[src/hdl/tdor_pkg.sv]
// ----------------------------------------------------------------------------
// tdor_pkg
// Types, codes and command/status bundles shared by the route expander.
// ----------------------------------------------------------------------------
package tdor_pkg;

    localparam int DIMS    = 5;
    localparam int ORDER_W = 3;
    localparam int ID_W    = 15;
    localparam int WT_W    = 16;
    localparam int TDATA_W = 32;
    localparam int CFG_W   = 15;
    localparam int REG_IDX_W = 3;

    typedef logic [3:0]        dsize_t;
    typedef logic [2:0]        coord_t;
    typedef logic [ORDER_W-1:0] dim_t;
    typedef logic [WT_W-1:0]   wt_t;
    typedef logic [ID_W-1:0]   node_t;

    localparam logic [REG_IDX_W-1:0] REG_SIZE_A      = 3'd0;
    localparam logic [REG_IDX_W-1:0] REG_SIZE_B      = 3'd1;
    localparam logic [REG_IDX_W-1:0] REG_SIZE_C      = 3'd2;
    localparam logic [REG_IDX_W-1:0] REG_SIZE_D      = 3'd3;
    localparam logic [REG_IDX_W-1:0] REG_SIZE_E      = 3'd4;
    localparam logic [REG_IDX_W-1:0] REG_TORUS_MASK  = 3'd5;
    localparam logic [REG_IDX_W-1:0] REG_ROUTE_ORDER = 3'd6;

    localparam dsize_t           SIZE_RESET  = 4'd8;
    localparam logic [DIMS-1:0]  TORUS_RESET = 5'd31;
    localparam logic [CFG_W-1:0] ORDER_RESET = 15'd18056;

    localparam logic [2:0] OP_NONE   = 3'd0;
    localparam logic [2:0] OP_LOAD   = 3'd1;
    localparam logic [2:0] OP_WEIGHT = 3'd2;
    localparam logic [2:0] OP_SPLIT  = 3'd3;
    localparam logic [2:0] OP_SELECT = 3'd4;
    localparam logic [2:0] OP_HOP    = 3'd5;

    typedef struct packed {
        logic [2:0] op;
        logic [2:0] idx;
        logic [1:0] bit_idx;
    } tdor_cmd_t;

    typedef struct packed {
        logic bad;
        logic sel_active;
        logic out_free;
        logic arrive;
    } tdor_status_t;

endpackage

[src/hdl/torus_dimension_order_route_arcs_top.sv]
// ----------------------------------------------------------------------------
// torus_dimension_order_route_arcs_top
// Dimension-order route expander for a five-dimensional mesh or torus.
// ----------------------------------------------------------------------------
// Each source/destination transaction expands into one result per link
// crossed, routed dimension by dimension in the programmed order, with tlast
// on the final hop. The block works on one transaction at a time: it
// accepts it, then runs place-weight multiplication, a range check and a
// bit-serial coordinate split (three quotient bits per dimension, both ids
// in parallel), then a select step per route-order entry and a hop step per
// hop, at most 35 hops; the result channel can stall a hop.
// Equal ids or ids outside the grid end at the range check with no result.
// Write configuration only while the block is idle.
// ----------------------------------------------------------------------------
module torus_dimension_order_route_arcs_top
    import tdor_pkg::*;
#(
    parameter int DIM_COUNT    = 5,
    parameter int MAX_DIM_SIZE = 8
) (
    input  logic                 aclk,
    input  logic                 aresetn,
    input  logic                 cfg_wr_en,
    input  logic [REG_IDX_W-1:0] cfg_wr_index,
    input  logic [CFG_W-1:0]     cfg_wr_data,
    input  logic                 s_tvalid,
    output logic                 s_tready,
    input  logic [TDATA_W-1:0]   s_tdata,   // src_node[14:0], dst_node[29:15]
    output logic                 m_tvalid,
    input  logic                 m_tready,
    output logic [TDATA_W-1:0]   m_tdata,   // from_node[14:0], to_node[29:15]
    output logic                 m_tlast
);

    dsize_t           eff_size [DIMS];
    logic [DIMS-1:0]  torus_mask;
    logic [CFG_W-1:0] route_order;
    tdor_cmd_t        cmd;
    tdor_status_t     status;

    tdor_cfg #(
        .DIM_COUNT    (DIM_COUNT),
        .MAX_DIM_SIZE (MAX_DIM_SIZE)
    ) u_cfg (
        .aclk         (aclk),
        .aresetn      (aresetn),
        .cfg_wr_en    (cfg_wr_en),
        .cfg_wr_index (cfg_wr_index),
        .cfg_wr_data  (cfg_wr_data),
        .eff_size     (eff_size),
        .torus_mask   (torus_mask),
        .route_order  (route_order)
    );

    tdor_ctrl u_ctrl (
        .aclk     (aclk),
        .aresetn  (aresetn),
        .s_tvalid (s_tvalid),
        .s_tready (s_tready),
        .status   (status),
        .cmd      (cmd)
    );

    tdor_dp u_dp (
        .aclk        (aclk),
        .aresetn     (aresetn),
        .cmd         (cmd),
        .status      (status),
        .eff_size    (eff_size),
        .torus_mask  (torus_mask),
        .route_order (route_order),
        .s_tdata     (s_tdata),
        .m_tvalid    (m_tvalid),
        .m_tready    (m_tready),
        .m_tdata     (m_tdata),
        .m_tlast     (m_tlast)
    );

endmodule

[src/hdl/tdor_cfg.sv]
// ----------------------------------------------------------------------------
// tdor_cfg
// Configuration registers and effective dimension sizes.
// ----------------------------------------------------------------------------
module tdor_cfg
    import tdor_pkg::*;
#(
    parameter int DIM_COUNT    = 5,
    parameter int MAX_DIM_SIZE = 8
) (
    input  logic                 aclk,
    input  logic                 aresetn,
    input  logic                 cfg_wr_en,
    input  logic [REG_IDX_W-1:0] cfg_wr_index,
    input  logic [CFG_W-1:0]     cfg_wr_data,
    output dsize_t               eff_size [DIMS],
    output logic [DIMS-1:0]      torus_mask,
    output logic [CFG_W-1:0]     route_order
);

    dsize_t           size_reg [DIMS];
    logic [DIMS-1:0]  torus_mask_reg;
    logic [CFG_W-1:0] route_order_reg;

    always_ff @(posedge aclk) begin
        if (!aresetn) begin
            for (int k = 0; k < DIMS; k++) begin
                size_reg[k] <= SIZE_RESET;
            end
            torus_mask_reg  <= TORUS_RESET;
            route_order_reg <= ORDER_RESET;
        end else if (cfg_wr_en) begin
            case (cfg_wr_index)
                REG_SIZE_A:      size_reg[0] <= cfg_wr_data[3:0];
                REG_SIZE_B:      size_reg[1] <= cfg_wr_data[3:0];
                REG_SIZE_C:      size_reg[2] <= cfg_wr_data[3:0];
                REG_SIZE_D:      size_reg[3] <= cfg_wr_data[3:0];
                REG_SIZE_E:      size_reg[4] <= cfg_wr_data[3:0];
                REG_TORUS_MASK:  torus_mask_reg <= cfg_wr_data[DIMS-1:0];
                REG_ROUTE_ORDER: route_order_reg <= cfg_wr_data;
                default: ;
            endcase
        end
    end

    always_comb begin
        for (int k = 0; k < DIMS; k++) begin
            if (k >= DIM_COUNT || size_reg[k] == 4'd0) begin
                eff_size[k] = 4'd1;
            end else if (size_reg[k] > 4'(MAX_DIM_SIZE)) begin
                eff_size[k] = 4'(MAX_DIM_SIZE);
            end else begin
                eff_size[k] = size_reg[k];
            end
        end
    end

    assign torus_mask  = torus_mask_reg;
    assign route_order = route_order_reg;

endmodule

[src/hdl/tdor_ctrl.sv]
// ----------------------------------------------------------------------------
// tdor_ctrl
// Sequencer: weights, range check, coordinate split, per-dimension hops.
// ----------------------------------------------------------------------------
module tdor_ctrl
    import tdor_pkg::*;
(
    input  logic         aclk,
    input  logic         aresetn,
    input  logic         s_tvalid,
    output logic         s_tready,
    input  tdor_status_t status,
    output tdor_cmd_t    cmd
);

    localparam logic [2:0] S_IDLE   = 3'd0;
    localparam logic [2:0] S_WEIGHT = 3'd1;
    localparam logic [2:0] S_CHECK  = 3'd2;
    localparam logic [2:0] S_SPLIT  = 3'd3;
    localparam logic [2:0] S_SELECT = 3'd4;
    localparam logic [2:0] S_HOP    = 3'd5;

    localparam logic [2:0] LAST_DIM = 3'(DIMS - 1);

    logic [2:0] state_reg, state_next;
    logic [2:0] idx_reg, idx_next;
    logic [1:0] bit_reg, bit_next;

    always_ff @(posedge aclk) begin
        if (!aresetn) begin
            state_reg <= S_IDLE;
            idx_reg   <= '0;
            bit_reg   <= '0;
        end else begin
            state_reg <= state_next;
            idx_reg   <= idx_next;
            bit_reg   <= bit_next;
        end
    end

    always_comb begin
        state_next  = state_reg;
        idx_next    = idx_reg;
        bit_next    = bit_reg;
        s_tready    = 1'b0;
        cmd.op      = OP_NONE;
        cmd.idx     = idx_reg;
        cmd.bit_idx = bit_reg;
        case (state_reg)
            S_IDLE: begin
                s_tready = 1'b1;
                if (s_tvalid) begin
                    cmd.op     = OP_LOAD;
                    state_next = S_WEIGHT;
                    idx_next   = LAST_DIM;
                end
            end
            S_WEIGHT: begin
                cmd.op = OP_WEIGHT;
                if (idx_reg == 3'd0) begin
                    state_next = S_CHECK;
                end else begin
                    idx_next = idx_reg - 3'd1;
                end
            end
            S_CHECK: begin
                if (status.bad) begin
                    state_next = S_IDLE;
                end else begin
                    state_next = S_SPLIT;
                    idx_next   = 3'd0;
                    bit_next   = 2'd2;
                end
            end
            S_SPLIT: begin
                cmd.op = OP_SPLIT;
                if (bit_reg == 2'd0) begin
                    bit_next = 2'd2;
                    if (idx_reg == LAST_DIM) begin
                        state_next = S_SELECT;
                        idx_next   = 3'd0;
                    end else begin
                        idx_next = idx_reg + 3'd1;
                    end
                end else begin
                    bit_next = bit_reg - 2'd1;
                end
            end
            S_SELECT: begin
                cmd.op = OP_SELECT;
                if (status.sel_active) begin
                    state_next = S_HOP;
                end else if (idx_reg == LAST_DIM) begin
                    state_next = S_IDLE;
                end else begin
                    idx_next = idx_reg + 3'd1;
                end
            end
            S_HOP: begin
                cmd.op = OP_HOP;
                if (status.out_free && status.arrive) begin
                    if (idx_reg == LAST_DIM) begin
                        state_next = S_IDLE;
                    end else begin
                        state_next = S_SELECT;
                        idx_next   = idx_reg + 3'd1;
                    end
                end
            end
            default: begin
                state_next = S_IDLE;
            end
        endcase
    end

endmodule

[src/hdl/tdor_dp.sv]
// ----------------------------------------------------------------------------
// tdor_dp
// Datapath: place weights, bit-serial coordinate split, hop stepping and
// the result register.
// ----------------------------------------------------------------------------
module tdor_dp
    import tdor_pkg::*;
(
    input  logic                aclk,
    input  logic                aresetn,
    input  tdor_cmd_t           cmd,
    output tdor_status_t        status,
    input  dsize_t              eff_size [DIMS],
    input  logic [DIMS-1:0]     torus_mask,
    input  logic [CFG_W-1:0]    route_order,
    input  logic [TDATA_W-1:0]  s_tdata,
    output logic                m_tvalid,
    input  logic                m_tready,
    output logic [TDATA_W-1:0]  m_tdata,
    output logic                m_tlast
);

    node_t  src_id_reg, dst_id_reg, cur_id_reg;
    wt_t    acc_reg;
    wt_t    w_reg [DIMS];
    wt_t    span_reg [DIMS];
    wt_t    rem_src_reg, rem_dst_reg;
    coord_t cur_c_reg [DIMS];
    coord_t dst_c_reg [DIMS];

    dim_t   dim_reg;
    coord_t coord_reg, dc_reg;
    dsize_t n_reg;
    wt_t    w_sel_reg, span_sel_reg;
    logic   up_reg;

    logic   m_tvalid_reg;
    node_t  from_reg, to_reg;
    logic   last_reg;

    dim_t   order_dim [DIMS];
    dim_t   sel_dim;
    logic [2:0] sel_k;
    logic [2:0] w_addr;
    wt_t    w_rd;
    logic [19:0] prod;
    logic [17:0] trial;
    logic   ge_src, ge_dst;
    logic [7:0] diff;
    logic [DIMS-1:0] later;
    coord_t s_c, d_c, coord_gap;
    dsize_t half;
    logic   direct;
    logic   wrap;
    coord_t next_c;
    wt_t    cur_ext, next_id;
    logic   hop_fire;

    always_comb begin
        for (int q = 0; q < DIMS; q++) begin
            order_dim[q] = route_order[q*ORDER_W +: ORDER_W];
        end
    end

    assign sel_dim = order_dim[cmd.idx];
    assign sel_k   = (sel_dim < 3'(DIMS)) ? sel_dim : 3'd0;
    assign w_addr  = (cmd.op == OP_SPLIT) ? cmd.idx : sel_k;
    assign w_rd    = w_reg[w_addr];

    assign prod = {4'd0, acc_reg} * {16'd0, eff_size[cmd.idx]};

    assign trial  = {2'd0, w_rd} << cmd.bit_idx;
    assign ge_src = {2'd0, rem_src_reg} >= trial;
    assign ge_dst = {2'd0, rem_dst_reg} >= trial;

    always_comb begin
        diff = '0;
        for (int k = 0; k < DIMS; k++) begin
            diff[k] = cur_c_reg[k] != dst_c_reg[k];
        end
        for (int q = 0; q < DIMS; q++) begin
            later[q] = (3'(q) > cmd.idx) && (order_dim[q] != dim_reg) &&
                       diff[order_dim[q]];
        end
    end

    assign s_c       = cur_c_reg[sel_k];
    assign d_c       = dst_c_reg[sel_k];
    assign coord_gap = (s_c < d_c) ? d_c - s_c : s_c - d_c;
    assign half      = eff_size[sel_k] >> 1;
    assign direct    = !torus_mask[sel_k] || ({1'b0, coord_gap} < half) ||
                       ({1'b0, coord_gap} == half && !s_c[0]);

    assign wrap = up_reg ? ({1'b0, coord_reg} == n_reg - 4'd1) : (coord_reg == 3'd0);

    always_comb begin
        cur_ext = {1'b0, cur_id_reg};
        if (up_reg) begin
            next_c  = wrap ? 3'd0 : coord_reg + 3'd1;
            next_id = wrap ? cur_ext + w_sel_reg - span_sel_reg : cur_ext + w_sel_reg;
        end else begin
            next_c  = wrap ? 3'(n_reg - 4'd1) : coord_reg - 3'd1;
            next_id = wrap ? cur_ext + span_sel_reg - w_sel_reg : cur_ext - w_sel_reg;
        end
    end

    assign status.bad        = (src_id_reg == dst_id_reg) ||
                               ({1'b0, src_id_reg} >= acc_reg) ||
                               ({1'b0, dst_id_reg} >= acc_reg);
    assign status.sel_active = diff[sel_dim];
    assign status.out_free   = !m_tvalid_reg || m_tready;
    assign status.arrive     = next_c == dc_reg;

    assign hop_fire = (cmd.op == OP_HOP) && status.out_free;

    always_ff @(posedge aclk) begin
        case (cmd.op)
            OP_LOAD: begin
                src_id_reg  <= s_tdata[ID_W-1:0];
                dst_id_reg  <= s_tdata[2*ID_W-1:ID_W];
                cur_id_reg  <= s_tdata[ID_W-1:0];
                rem_src_reg <= {1'b0, s_tdata[ID_W-1:0]};
                rem_dst_reg <= {1'b0, s_tdata[2*ID_W-1:ID_W]};
                acc_reg     <= 16'd1;
            end
            OP_WEIGHT: begin
                w_reg[cmd.idx]    <= acc_reg;
                span_reg[cmd.idx] <= prod[WT_W-1:0];
                acc_reg           <= prod[WT_W-1:0];
            end
            OP_SPLIT: begin
                cur_c_reg[cmd.idx][cmd.bit_idx] <= ge_src;
                dst_c_reg[cmd.idx][cmd.bit_idx] <= ge_dst;
                if (ge_src) begin
                    rem_src_reg <= 16'({2'd0, rem_src_reg} - trial);
                end
                if (ge_dst) begin
                    rem_dst_reg <= 16'({2'd0, rem_dst_reg} - trial);
                end
            end
            OP_SELECT: begin
                dim_reg      <= sel_dim;
                coord_reg    <= s_c;
                dc_reg       <= d_c;
                n_reg        <= eff_size[sel_k];
                w_sel_reg    <= w_rd;
                span_sel_reg <= span_reg[sel_k];
                up_reg       <= (s_c < d_c) == direct;
            end
            OP_HOP: begin
                if (hop_fire) begin
                    coord_reg          <= next_c;
                    cur_c_reg[dim_reg] <= next_c;
                    cur_id_reg         <= next_id[ID_W-1:0];
                    from_reg           <= cur_id_reg;
                    to_reg             <= next_id[ID_W-1:0];
                    last_reg           <= status.arrive && !(|later);
                end
            end
            default: ;
        endcase
    end

    always_ff @(posedge aclk) begin
        if (!aresetn) begin
            m_tvalid_reg <= 1'b0;
        end else if (hop_fire) begin
            m_tvalid_reg <= 1'b1;
        end else if (m_tready) begin
            m_tvalid_reg <= 1'b0;
        end
    end

    assign m_tvalid = m_tvalid_reg;
    assign m_tdata  = {{(TDATA_W - 2*ID_W){1'b0}}, to_reg, from_reg};
    assign m_tlast  = last_reg;

endmodule
[config.mk]
export PLATFORM = sky130hd
export DESIGN_NAME = torus_dimension_order_route_arcs_top
export DESIGN_NICKNAME = d
export VERILOG_FILES = /design/src/hdl/tdor_pkg.sv /design/src/hdl/torus_dimension_order_route_arcs_top.sv /design/src/hdl/tdor_cfg.sv /design/src/hdl/tdor_ctrl.sv /design/src/hdl/tdor_dp.sv
export SDC_FILE = /design/constraint.sdc
export NUM_CORES = 1
export LEC_CHECK = 0
export ABC_AREA = 1
export ABC_CLOCK_PERIOD_IN_PS = 6500
export BUFFER_PORTS_ARGS = -buffer_cell sky130_fd_sc_hd__buf_2
export CAP_MARGIN = 5
export CORE_ASPECT_RATIO = 1.5
export CORE_MARGIN = 2
export CORE_UTILIZATION = 50
export DETAILED_ROUTE_END_ITERATION = 6
export PLACE_DENSITY = 0.67
export SLEW_MARGIN = 20
export SYNTH_ARGS = -nofsm -noshare
export SYNTH_HDL_FRONTEND = slang
export SYNTH_SLANG_ARGS = --single-unit
[constraint.sdc]
create_clock -name aclk -period 6.5 [get_ports aclk]
set_clock_uncertainty 0.15 [all_clocks]
set_input_delay 0.65 -clock aclk [delete_from_list [all_inputs] [get_ports aclk]]
set_output_delay 0.65 -clock aclk [all_outputs]
set_load 0.05 [all_outputs]
Yosys cells after proc, flatten, opt, wreduce, memory -nomap -nowiden
Memory sizes are Yosys's and may differ from the RTL's. A register that Yosys moved wholly into a read port is not among the register bits. Cells that the tools add are included.

Memory bits (read-only): 0. Input bits: 55. Memory bits (writable): 210. Bits in latches: 0. Register bits after elaboration: 182. Memories: 5. Output and inout bits: 35.

Memory list: u_dp.span_reg (depth 5, bits a word 16, read ports 1, clocked after Yosys merged registers in 1, write ports 1, line tdor_dp.sv:26) `wt_t span_reg [DIMS];`; u_dp.w_reg (depth 5, bits a word 16, read ports 1, clocked after Yosys merged registers in 0, write ports 1, line tdor_dp.sv:25) `wt_t w_reg [DIMS];`; u_cfg.size_reg (depth 5, bits a word 4, read ports 5, clocked after Yosys merged registers in 0, write ports 5, line tdor_cfg.sv:21) `dsize_t size_reg [DIMS];`; u_dp.cur_c_reg (depth 5, bits a word 3, read ports 6, clocked after Yosys merged registers in 0, write ports 1, line tdor_dp.sv:28) `coord_t cur_c_reg [DIMS];`; u_dp.dst_c_reg (depth 5, bits a word 3, read ports 6, clocked after Yosys merged registers in 0, write ports 1, line tdor_dp.sv:29) `coord_t dst_c_reg [DIMS];`.

Multiplexer cells: 117. $mul: 1. Equality and inequality tests: 44. Reductions and logical operators: 53. Div/mod/pow operators: 0. Bitwise operators: 7. Order comparisons: 28. Shift operators: 1. Add/sub/neg operators: 15.

Operators with widths (count): $pmux W16 S2 (3); $mux W3 (29); $mux W4 (19); $mux W15 (4); $sub A15 B15 Y15 (3); $mux W1 (40); $ge A16 B18 Y1 (2); $pmux W3 S6 (2); $ge A15 B16 Y1 (2); $mux W16 (2); $sub A16 B16 Y16 (2); $add A15 B15 Y15 (2); $ne A3 B3 Y1 (10); $pmux W15 S2 (1); $lt A3 B4 Y1 const B (7); $bmux W4 S3 (2); $eq A3 B3 Y1 const B (8); $bmux W1 S3 (7); $gt A4 B4 Y1 const B (5); $logic_not A4 Y1 (5); $eq A3 B2 Y1 const B (6); $shl A16 B2 Y18 (1); $mul A16 B4 Y16 (1); $reduce_and A2 Y1 (8); 40 further kinds (95).

Logic depth before layout (Yosys ltp)
Gate-level depths: netlist of the first run.

Depth after elaboration: 14. Mapped depth: 34. Depth with buffers taken out: 32.

Cells and area by module
Synthesis of the first run repeated with hierarchy kept, for this count alone.

Cell total of the unflattened synthesis: 2812. Area, all modules: 25202.9 um^2.

Modules (own cells, without submodules): tdor_dp (cells each 2486, sequential area each 10650.2 um^2, area an instance 22723.0 um^2, instances 1); tdor_cfg (cells each 200, sequential area each 1001.0 um^2, area an instance 1681.6 um^2, instances 1); tdor_ctrl (cells each 126, sequential area each 160.2 um^2, area an instance 798.3 um^2, instances 1).

Worst setup path after synthesis of the first run
OpenSTA, ideal clock, no wires.

Path kind: register to register. From: reg u_ctrl.idx_reg[1]. To: mem u_dp.span_reg[0][14] (netlist bit), data pin. Setup slack: 1.504 ns. Data arrival time: 4.579 ns. Library setup time: 0.267 ns. Data required time: 6.083 ns. Stages on the path, launching flop included: 28. Period minus slack after synthesis: 4.996 ns. Cell sequence: dfxtp_1 > buf_6 > nor2_2 > inv_1 > nor2_1 > inv_1 > o221ai_1 > nor2_1 > inv_1 > clkbuf_1 > nor2_1 > fa_1 > inv_1 > fa_1 > inv_1 > ha_1 > nand2_1 > o21ai_0 > a21oi_1 > o21bai_1 > a21oi_1 > o21bai_1 > a21oi_1 > o21bai_1 > a21oi_1 > o21bai_1 > xor2_1 > inv_1.

Cells in the longest elaborated chain, start to end: 5.

RTL lines: start: declaration (line tdor_ctrl.sv:26) `logic [2:0] idx_reg, idx_next;`; start signal: assignment (line tdor_ctrl.sv:36) `idx_reg <= idx_next;`; $not A3 Y4 (not written as such) (line tdor_dp.sv:70) `assign prod = {4'd0, acc_reg} * {16'd0, eff_size[cmd.idx]};`; $bmux W4 S3 (line tdor_dp.sv:70); $mux W4 (not written as such) (2 in a row) (line tdor_dp.sv:70); $mul A16 B4 Y16 (line tdor_dp.sv:70); named net u_dp.prod[14] (line tdor_dp.sv:46) `logic [19:0] prod;`; end: declaration (line tdor_dp.sv:26).

The timed path passes the listed nets, and every way through them passes these cells. The select of a mux whose other input is x is not followed.

Worst setup path in the final report of the first run
From: reg u_ctrl.idx_reg[1]. To: mem u_dp.span_reg[4][14] (netlist bit), data pin.

The elaborated chain is that of the path after synthesis.

==> results.toml, run 1 <==
[cells_and_area]
fillCellCount = 4469
regArea_sq_um = 11800
area_delta_synth_final_pct = 10.1
multi_input_area_sq_um = 11300
drive_above_1_share = 0.0929
nets = 3122
antenna_cells = 0
largest_reg_flops = 80

[worst_setup_path]
cp.arrival_ns = 6.18
cp-start-kind = "flip-flop"
crit_type = "reg2reg"
critPathMaxFanout = 12
startpoint = "u_ctrl.idx_reg[1]"
worstReg2RegStart = "u_ctrl.idx_reg[1]"
cp.required_ns = 6.63
endpoint_kind = "flip-flop"

[detailed_routing]
viasPerCell = 5.56
wl_per_cell_microns = 19.9
drt_first_iter_violations = 1301
via_count = 19800
firstDrtPassIters = 6
wirelength_microns = 70900
ant_nets = 0
drt_drc_violations_left = 0

[timing]
drv_slew = 0
post-route-period-util = 0.932
worst_slew_pin_slew_ns = 0.885
fin_crit_ns = 6.06
final.setup.tns_ns = 0
setup_violations = 0
rsz0062_at_grt = "no"
slew_headroom = 0.408
maxClockFrequency_mhz = 165
hold_violations = 0

[outcome]
status = "finished, final reports clean"

[yosys]
netlist_instances = 2793
synth_seq_cells = 403
yosys_warnings = 0
yosysSeqAreaShare = 0.472
netlist_area_sq_um = 25000
syn_area_per_cell_sq_um = 8.96
ys_types = 60

[flow_run]
max-cap-violations = 0

[global_routing]
grt_pass1_vias = 19800
antenna_found_initial = 0
grt_max_degree = 64
globalRouteTotalUtil = 0.271
grt_pass1_wl_microns = 109000
grt_overflow = 0

[floorplanning]
num_rows = 100
die_x_microns = 187
start_util = 0.505
die_h_microns = 278
fp.dieArea_sq_um = 51900
core_sq_um = 49500
io_pins = 90

[cts]
cts_root_buf = "clkbuf_16"
cts_setup_buffers = 0
clock_path_buffers = 3
cts_buffers = 41
cts_resized = 0
cts_tree = "done"
insertion_delay_ns = 0.56
cts_sinks = 403
cts-htree-levels = 2
clk_pin_slew_ns = 0.06
holdBufCountCts = 0

[placed_design]
gp_congestion = 0.929
io_buffers = 85
hpwl_microns = 54100

[hold_path]
worstHoldStart = "s_tdata[24]"
hold_class = "in2reg"
==> final timing paths <==
path / end / slack (ns) / cells after the start
max: u_dp.span_reg[4][14] / 0.44 / 25
min: u_dp.dst_id_reg[9] / 0.15 / 1
max reg2reg: u_dp.span_reg[4][14] / 0.44 / 25
min reg2reg: u_cfg.torus_mask[2] / 0.32 / 2
==> cell families (layout without fill, tap and decap cells) <==
kind of cell / count (synthesis) / count (layout) / share of synthesized area
buffers and inverters: 487 / 600 / 0.0762
DFF: 403 / 403 / 0.472
adders and majority gates: 191 / 191 / 0.109
muxes: 3 / 3 / 0.00125
AOI/OAI and AO/OA: 493 / 493 / 0.113
other: 1 / 2 / 0.000150
xor gates and xnor gates: 98 / 98 / 0.0343
and+or+nand+nor: 1117 / 1117 / 0.194
==> synth_stat cells (all sizes together) <==
cell type	number	area [sq um]
or2	17	106
a211oi	10	75.1
clkinv	3	11.3
inv	397	1500
o41ai	1	8.76
xnor2	53	464
a22oi	1	7.51
buf	22	156
nand3b	9	71.3
mux2	1	11.3
a2111oi	2	17.5
clkbuf	65	244
o31a	1	8.76
dfxtp	29	581
fa	46	921
a31oi	27	181
nand2b	1	6.26
conb	1	3.75
a221o	1	10.0
nor4	4	25.0
nor3	22	110
xor2	45	394
a32o	1	10.0
nand4	25	156
o22ai	10	62.6
mux2i	2	20.0
ha	145	1810
o211ai	17	128
o21a	12	90.1
nor2	339	1320
o31ai	11	82.6
o21bai	13	97.6
a21oi	133	666
and2	7	43.8
o221ai	13	114
nand3	172	976
o311ai	5	43.8
o21ai	225	1130
edfxtp	374	11200
nand2	521	2030
a21boi	7	63.8
o2111ai	3	26.3
==> cell type report <==
class,count,share of cell area
well taps,663,0.0301
clock buffers,51,0.0386
inverters,400,0.0547
repair buffers,126,0.0275
multi-input cells,1904,0.412
flip-flops and latches,403,0.429
clock inverters,23,0.00845
==> cell usage in the layout, fill, tap and decap left out, drive strengths merged, types with 3 or more instances in the layout <==
| master | synthesis | layout |
|---|---|---|
| a211oi | 10 | 10 |
| a21boi | 7 | 7 |
| a21oi | 133 | 133 |
| a31oi | 27 | 27 |
| and2 | 7 | 7 |
| buf | 22 | 126 |
| bufinv | 0 | 4 |
| clkbuf | 65 | 51 |
| clkinv | 3 | 15 |
| clkinvlp | 0 | 4 |
| dfxtp | 29 | 29 |
| edfxtp | 374 | 374 |
| fa | 46 | 46 |
| ha | 145 | 145 |
| inv | 397 | 400 |
| nand2 | 521 | 521 |
| nand3 | 172 | 172 |
| nand3b | 9 | 9 |
| nand4 | 25 | 25 |
| nor2 | 339 | 339 |
| nor3 | 22 | 22 |
| nor4 | 4 | 4 |
| o2111ai | 3 | 3 |
| o211ai | 17 | 17 |
| o21a | 12 | 12 |
| o21ai | 225 | 225 |
| o21bai | 13 | 13 |
| o221ai | 13 | 13 |
| o22ai | 10 | 10 |
| o311ai | 5 | 5 |
| o31ai | 11 | 11 |
| or2 | 17 | 17 |
| xnor2 | 53 | 53 |
| xor2 | 45 | 45 |
==> routing by layer <==
layer / vias to the layer above / routed length (microns) / track usage
li1: 9546 / - / -
met1: 9427 / 26300 / 0.297
met2: 671 / 36700 / 0.501
met3: 201 / 3110 / 0.0266
met4: 0 / 4760 / 0.168
met5: - / 0 / 0
==> critical path, stage by stage, from the launching register on <==
cell      delay, ns
dfxtp_1        0.57
nor2_2         0.16
inv_1          0.10
nor2_1         0.08
inv_1          0.33
o221ai_1       0.15
nor2_1         0.49
inv_1          0.37
nor2_1         0.23
fa_1           0.45
inv_1          0.10
fa_1           0.39
inv_1          0.07
ha_1           0.21
nand2_1        0.06
o21ai_0        0.28
a21oi_1        0.11
o21bai_1       0.21
a21oi_1        0.11
o21bai_1       0.19
a21oi_1        0.09
o21bai_1       0.24
a21oi_1        0.12
o21bai_1       0.16
xor2_1         0.24
inv_1          0.13
==> per-stage QoR <==
step | area (sq um) | hold slack [ns] | utilization | worst slack (ns) | cells
floorplan | 25000 | 0.280 | - | 1.50 | 2794
global placement | 26200 | 0.305 | 0.530 | 0.675 | 3496
detailed placement | 26200 | 0.313 | 0.530 | 0.541 | 3496
CTS | 27500 | 0.137 | 0.556 | 0.511 | 3570
global route | 27500 | 0.146 | 0.556 | 0.0288 | 3570
finish | 27500 | 0.154 | 0.556 | 0.444 | 3570
Power of run 1 is not shown: default switching activity piles up to over one toggle a cycle in this logic, so the estimate is an artifact.
==> inputs of run 2 (changes only) <==
--- a/config.mk
+++ b/config.mk
@@ -12,6 +12,7 @@
 export CORE_ASPECT_RATIO = 1.5
 export CORE_MARGIN = 2
 export CORE_UTILIZATION = 50
+export CTS_BUF_LIST = sky130_fd_sc_hd__clkbuf_4 sky130_fd_sc_hd__clkbuf_8 sky130_fd_sc_hd__clkbuf_16
 export DETAILED_ROUTE_END_ITERATION = 6
 export PLACE_DENSITY = 0.67
 export SLEW_MARGIN = 20
==> run 2 against run 1 <==
  * Cell count is the same
  * Critical path depth is the same
  * Largest cell class unchanged
  * Worst setup slack gained 0.0090 ns
  * Highest routed layer unchanged
  * Clock-buffer cell count is the same
==> results.toml, run 2 (same netlist as run 1, synthesis figures left out) <==
[outcome]
status = "finished, final reports clean"

[detailed_routing]
drt_drc_violations_left = 0
via_count = 19800
ant_nets = 0
wirelength_microns = 70900
wl_per_cell_microns = 19.9
drt_first_iter_violations = 1219
viasPerCell = 5.55
firstDrtPassIters = 7

[cts]
cts_tree = "done"
clk_pin_slew_ns = 0.06
insertion_delay_ns = 0.56
cts_sinks = 403
holdBufCountCts = 0
cts_buffers = 41
cts_resized = 0
cts_setup_buffers = 0
clock_path_buffers = 3
cts_root_buf = "clkbuf_16"
cts-htree-levels = 2

[timing]
slew_headroom = 0.409
final.setup.tns_ns = 0
setup_violations = 0
hold_violations = 0
drv_slew = 0
fin_crit_ns = 6.05
maxClockFrequency_mhz = 165
rsz0062_at_grt = "no"
worst_slew_pin_slew_ns = 0.885
holdWs_ns = 0.149
post-route-period-util = 0.930

[floorplanning]
fp.dieArea_sq_um = 51900
num_rows = 100
die_x_microns = 187
die_h_microns = 278
start_util = 0.505
io_pins = 90
core_sq_um = 49500

[hold_path]
min_path_cells = 1
worstHoldStart = "s_tdata[24]"
hold_path_end = "u_dp.dst_id_reg[9]"
hold_class = "in2reg"

[cells_and_area]
area_delta_synth_final_pct = 10.2
final_cell_mix = "nand2_1 (498), inv_1 (388), edfxtp_1 (374), nor2_1 (323), o21ai_0 (218)"
nets = 3122
layout_commonest_cell = "nand2_1"
drive_above_1_share = 0.0963
antenna_cells = 0
fin_util = 0.556
largest_reg_flops = 80

[worst_setup_path]
r2r-end = "u_dp.span_reg[4][14]"
regToRegSetupSlack_ns = 0.45
cp.arrival_ns = 6.18
cp.required_ns = 6.63
worstReg2RegStart = "u_ctrl.idx_reg[1]"
cp_common_cell = "inv_1"
critPathMaxStageDelay_ns = 0.53
critPathMaxFanout = 12
endpoint_kind = "flip-flop"
ff2ff_path_depth = 25
crit_slowest_cell = "fa_1"
crit_type = "reg2reg"
cp-start-kind = "flip-flop"

[flow_run]
max-cap-violations = 0

[placed_design]
gp_congestion = 0.929
hpwl_microns = 54100
io_buffers = 85

[global_routing]
antenna_found_initial = 0
grt_overflow = 0
grt_pass1_wl_microns = 109000
grt_max_degree = 64
grt_pass1_vias = 19800
globalRouteTotalUtil = 0.271
[run 2: cell count changes in the layout (fill, tap and decap cells not counted)]
cell / previous run / this run
clkbuf_1: 10 / 0
clkbuf_4: 0 / 10
[run 2: per-layer routing]
metal,vias to the layer above,wire [microns],track usage
li1,9543,-,-
met1,9388,26400,0.296
met2,676,36500,0.500
met3,205,3150,0.0275
met4,0,4780,0.169
met5,-,0,0
[run 2: critical path, delay by kind of cell, from the launching register on]
family	cells	cell delay, ns
AND/OR/NAND/NOR	5	0.91
AO/OA/AOI/OAI	10	1.71
XOR/XNOR	1	0.24
buffers and inverters	6	0.95
adder cells (fa/ha/maj)	3	1.39
flip-flops	1	0.43
[run 2: final cells by class]
class                   count  area [sq um]
fillers                  4464         22000
flip-flops and latches    403         11800
multi-input cells        1904         11300
inverters                 400          1510
clock buffers              51          1100
well taps                 663           830
repair buffers            126           758
clock inverters            23           233
[run 2: how the worst max path moves through the flow]
stage,start,slack [ns],endpoint,depth (start not counted)
2_1_floorplan,u_ctrl.idx_reg[1],1.50,u_dp.span_reg[0][14],27
3_3_place_gp,u_ctrl.idx_reg[0],0.67,u_dp.span_reg[1][14],23
3_5_place_dp,u_ctrl.idx_reg[1],0.54,u_dp.span_reg[2][14],23
4_1_cts,u_ctrl.idx_reg[1],0.51,u_dp.span_reg[4][14],23
5_1_grt,u_ctrl.idx_reg[1],0.04,u_dp.span_reg[4][14],25
6_report,u_ctrl.idx_reg[1],0.45,u_dp.span_reg[4][14],25
[run 2: metrics by stage]
step | instance area [sq um] | worst slack [ns] | cells
4_1_cts | 27600 | 0.511 | 3570
3_3_place_gp | 26200 | 0.675 | 3496
6_report | 27600 | 0.453 | 3570
5_1_grt | 27600 | 0.0369 | 3570
3_5_place_dp | 26200 | 0.541 | 3496
2_1_floorplan | 25000 | 1.50 | 2794
Power of run 2 is left out for the same reason.
==> inputs of run 3 (changes only) <==
--- a/config.mk
+++ b/config.mk
@@ -10,9 +10,8 @@
 export BUFFER_PORTS_ARGS = -buffer_cell sky130_fd_sc_hd__buf_2
 export CAP_MARGIN = 5
 export CORE_ASPECT_RATIO = 1.5
-export CORE_MARGIN = 2
+export CORE_MARGIN = 10
 export CORE_UTILIZATION = 50
-export CTS_BUF_LIST = sky130_fd_sc_hd__clkbuf_4 sky130_fd_sc_hd__clkbuf_8 sky130_fd_sc_hd__clkbuf_16
 export DETAILED_ROUTE_END_ITERATION = 6
 export PLACE_DENSITY = 0.67
 export SLEW_MARGIN = 20
==> run 3 against run 2 <==
  * Core utilization is 0.33 points higher
  * First-iteration DRC count up 2.3%
  * Flip-flop and latch count unchanged
  * Design area increased by 0.60%
  * Wire length is 1.8% higher
  * Cell count hardly changed
  * Maximum frequency up 1.7%
  * Clock-buffer cell count down 1
  * Die area is 15% higher
  * Worst setup slack gained 0.10 ns
  * Critical path depth decreased by 4
  * Register-to-register slack improved by 0.10 ns
  * Highest routed layer unchanged
==> results.toml, run 3 (same netlist as run 1, synthesis figures left out) <==
[placed_design]
hpwl_microns = 55100
io_buffers = 85
place_ws_ns = 0.571
gp_congestion = 0.960

[worst_setup_path]
worstReg2RegStart = "u_ctrl.idx_reg[0]"
crit_type = "reg2reg"
crit_end = "u_dp.span_reg[4][14]"
crit_slowest_cell = "dfxtp_1"
ff2ff_path_depth = 21
critPathMaxStageDelay_ns = 0.64
endpoint_kind = "flip-flop"
worstPathCellList = "inv_2 -> nand3_2 -> o221ai_1 -> nor2_1 -> nand2_1 -> fa_1 -> inv_1 -> fa_1 -> inv_1 -> fa_1 -> o21ai_0 -> a21oi_1 -> o21bai_1 -> a21oi_1 -> o21bai_1 -> a21oi_1 -> o21bai_1 -> a21oi_1 -> o21bai_1 -> xor2_1 -> inv_1"
r2r-end = "u_dp.span_reg[4][14]"
regToRegSetupSlack_ns = 0.56
critPathMaxFanout = 12
cp-start-kind = "flip-flop"
cp.arrival_ns = 6.08
cp.required_ns = 6.63
startpoint = "u_ctrl.idx_reg[0]"

[global_routing]
grt_pass1_wl_microns = 111000
globalRouteTotalUtil = 0.239
grt_max_degree = 64
antenna_found_initial = 0
grt_pass1_vias = 19900
grt_overflow = 0

[cts]
cts_root_buf = "clkbuf_16"
clock_path_buffers = 3
cts_buffers = 41
cts_sinks = 403
cts_tree = "done"
clk_pin_slew_ns = 0.07
cts_setup_buffers = 0
cts-htree-levels = 2
holdBufCountCts = 0
cts_resized = 0
insertion_delay_ns = 0.57

[timing]
setup_slack_ns = 0.555
final.setup.tns_ns = 0
hold_violations = 0
drv_slew = 0
maxClockFrequency_mhz = 168
fin_crit_ns = 5.94
worst_slew_pin_slew_ns = 0.979
slew_headroom = 0.346
rsz0062_at_grt = "no"
post-route-period-util = 0.915
setup_violations = 0

[hold_path]
min_path_cells = 1
hold_class = "in2reg"

[detailed_routing]
wl_per_cell_microns = 20.2
drt_first_iter_violations = 1247
via_count = 19800
drt_drc_violations_left = 0
wirelength_microns = 72200
firstDrtPassIters = 6
ant_nets = 0
viasPerCell = 5.55

[floorplanning]
die_h_microns = 294
io_pins = 90
core_sq_um = 49500
die_x_microns = 203
num_rows = 100
fp.dieArea_sq_um = 59600
start_util = 0.505

[cells_and_area]
drive_above_1_share = 0.0945
largest_reg_flops = 80
area_delta_synth_final_pct = 10.9
multi_input_area_sq_um = 11300
antenna_cells = 0
final_cell_mix = "nand2_1 (498), inv_1 (388), edfxtp_1 (374), nor2_1 (323), o21ai_0 (218)"
fillCellCount = 4485
nets = 3122
layout_commonest_cell = "nand2_1"
regArea_sq_um = 11800

[outcome]
status = "finished, final reports clean"

[flow_run]
max-cap-violations = 0
-- run 3: changes by cell type in the layout (fill, tap and decap cells not counted), moves of 2 or more --
cell and delta:
bufinv_16 +5, clkbuf_1 +5, clkbuf_16 +2, clkbuf_4 -10
clkbuf_8 +2, clkinv_1 +2, clkinv_2 -3, clkinv_4 +4
clkinvlp_4 -4
-- run 3: cell type report --
type | instances | area share
Clock buffer | 50 | 0.0405
Clock inverter | 26 | 0.0134
Inverter | 400 | 0.0543
Multi-Input combinational cell | 1904 | 0.409
Sequential cell | 403 | 0.426
Tap cell | 663 | 0.0299
Timing Repair Buffer | 126 | 0.0273
-- run 3: worst min-delay path by stage --
stage / startpoint / endpoint
after global routing: s_tdata[25] / u_dp.dst_id_reg[10]
after CTS: s_tdata[23] / u_dp.dst_id_reg[8]
after floorplan: u_cfg.torus_mask[3] / u_cfg.torus_mask[3]
after detailed placement: u_cfg.torus_mask[3] / u_cfg.torus_mask[3]
after global placement: u_cfg.torus_mask[2] / u_cfg.torus_mask[2]
final: s_tdata[24] / u_dp.dst_id_reg[9]
-- run 3: through the flow --
step | hold WS (ns) | instance area, sq um | util | cells
2_1_floorplan | 0.280 | 25000 | - | 2794
3_3_place_gp | 0.312 | 26200 | 0.530 | 3496
3_5_place_dp | 0.318 | 26200 | 0.530 | 3496
4_1_cts | 0.123 | 27700 | 0.560 | 3572
5_1_grt | 0.131 | 27700 | 0.560 | 3572
6_report | 0.141 | 27700 | 0.560 | 3572
-- run 3: per-layer routing --
| metal | vias to the layer above | GRT usage | routed length (microns) |
|---|---|---|---|
| li1 | 9526 | - | - |
| met1 | 9497 | 0.255 | 26500 |
| met2 | 636 | 0.449 | 38200 |
| met3 | 170 | 0.0282 | 3420 |
| met4 | 0 | 0.129 | 4090 |
| met5 | - | 0 | 0 |
-- run 3: critical path, delay by kind of cell (launching register included) --
family / cells / cell delay [ns]
DFF: 1 / 0.64
and+or+nand+nor: 3 / 0.96
AOI/OAI and AO/OA: 10 / 1.61
buffers and inverters: 4 / 0.49
adders and majority gates: 3 / 1.60
xor gates and xnor gates: 1 / 0.21
Power of run 3 is left out for the same reason.
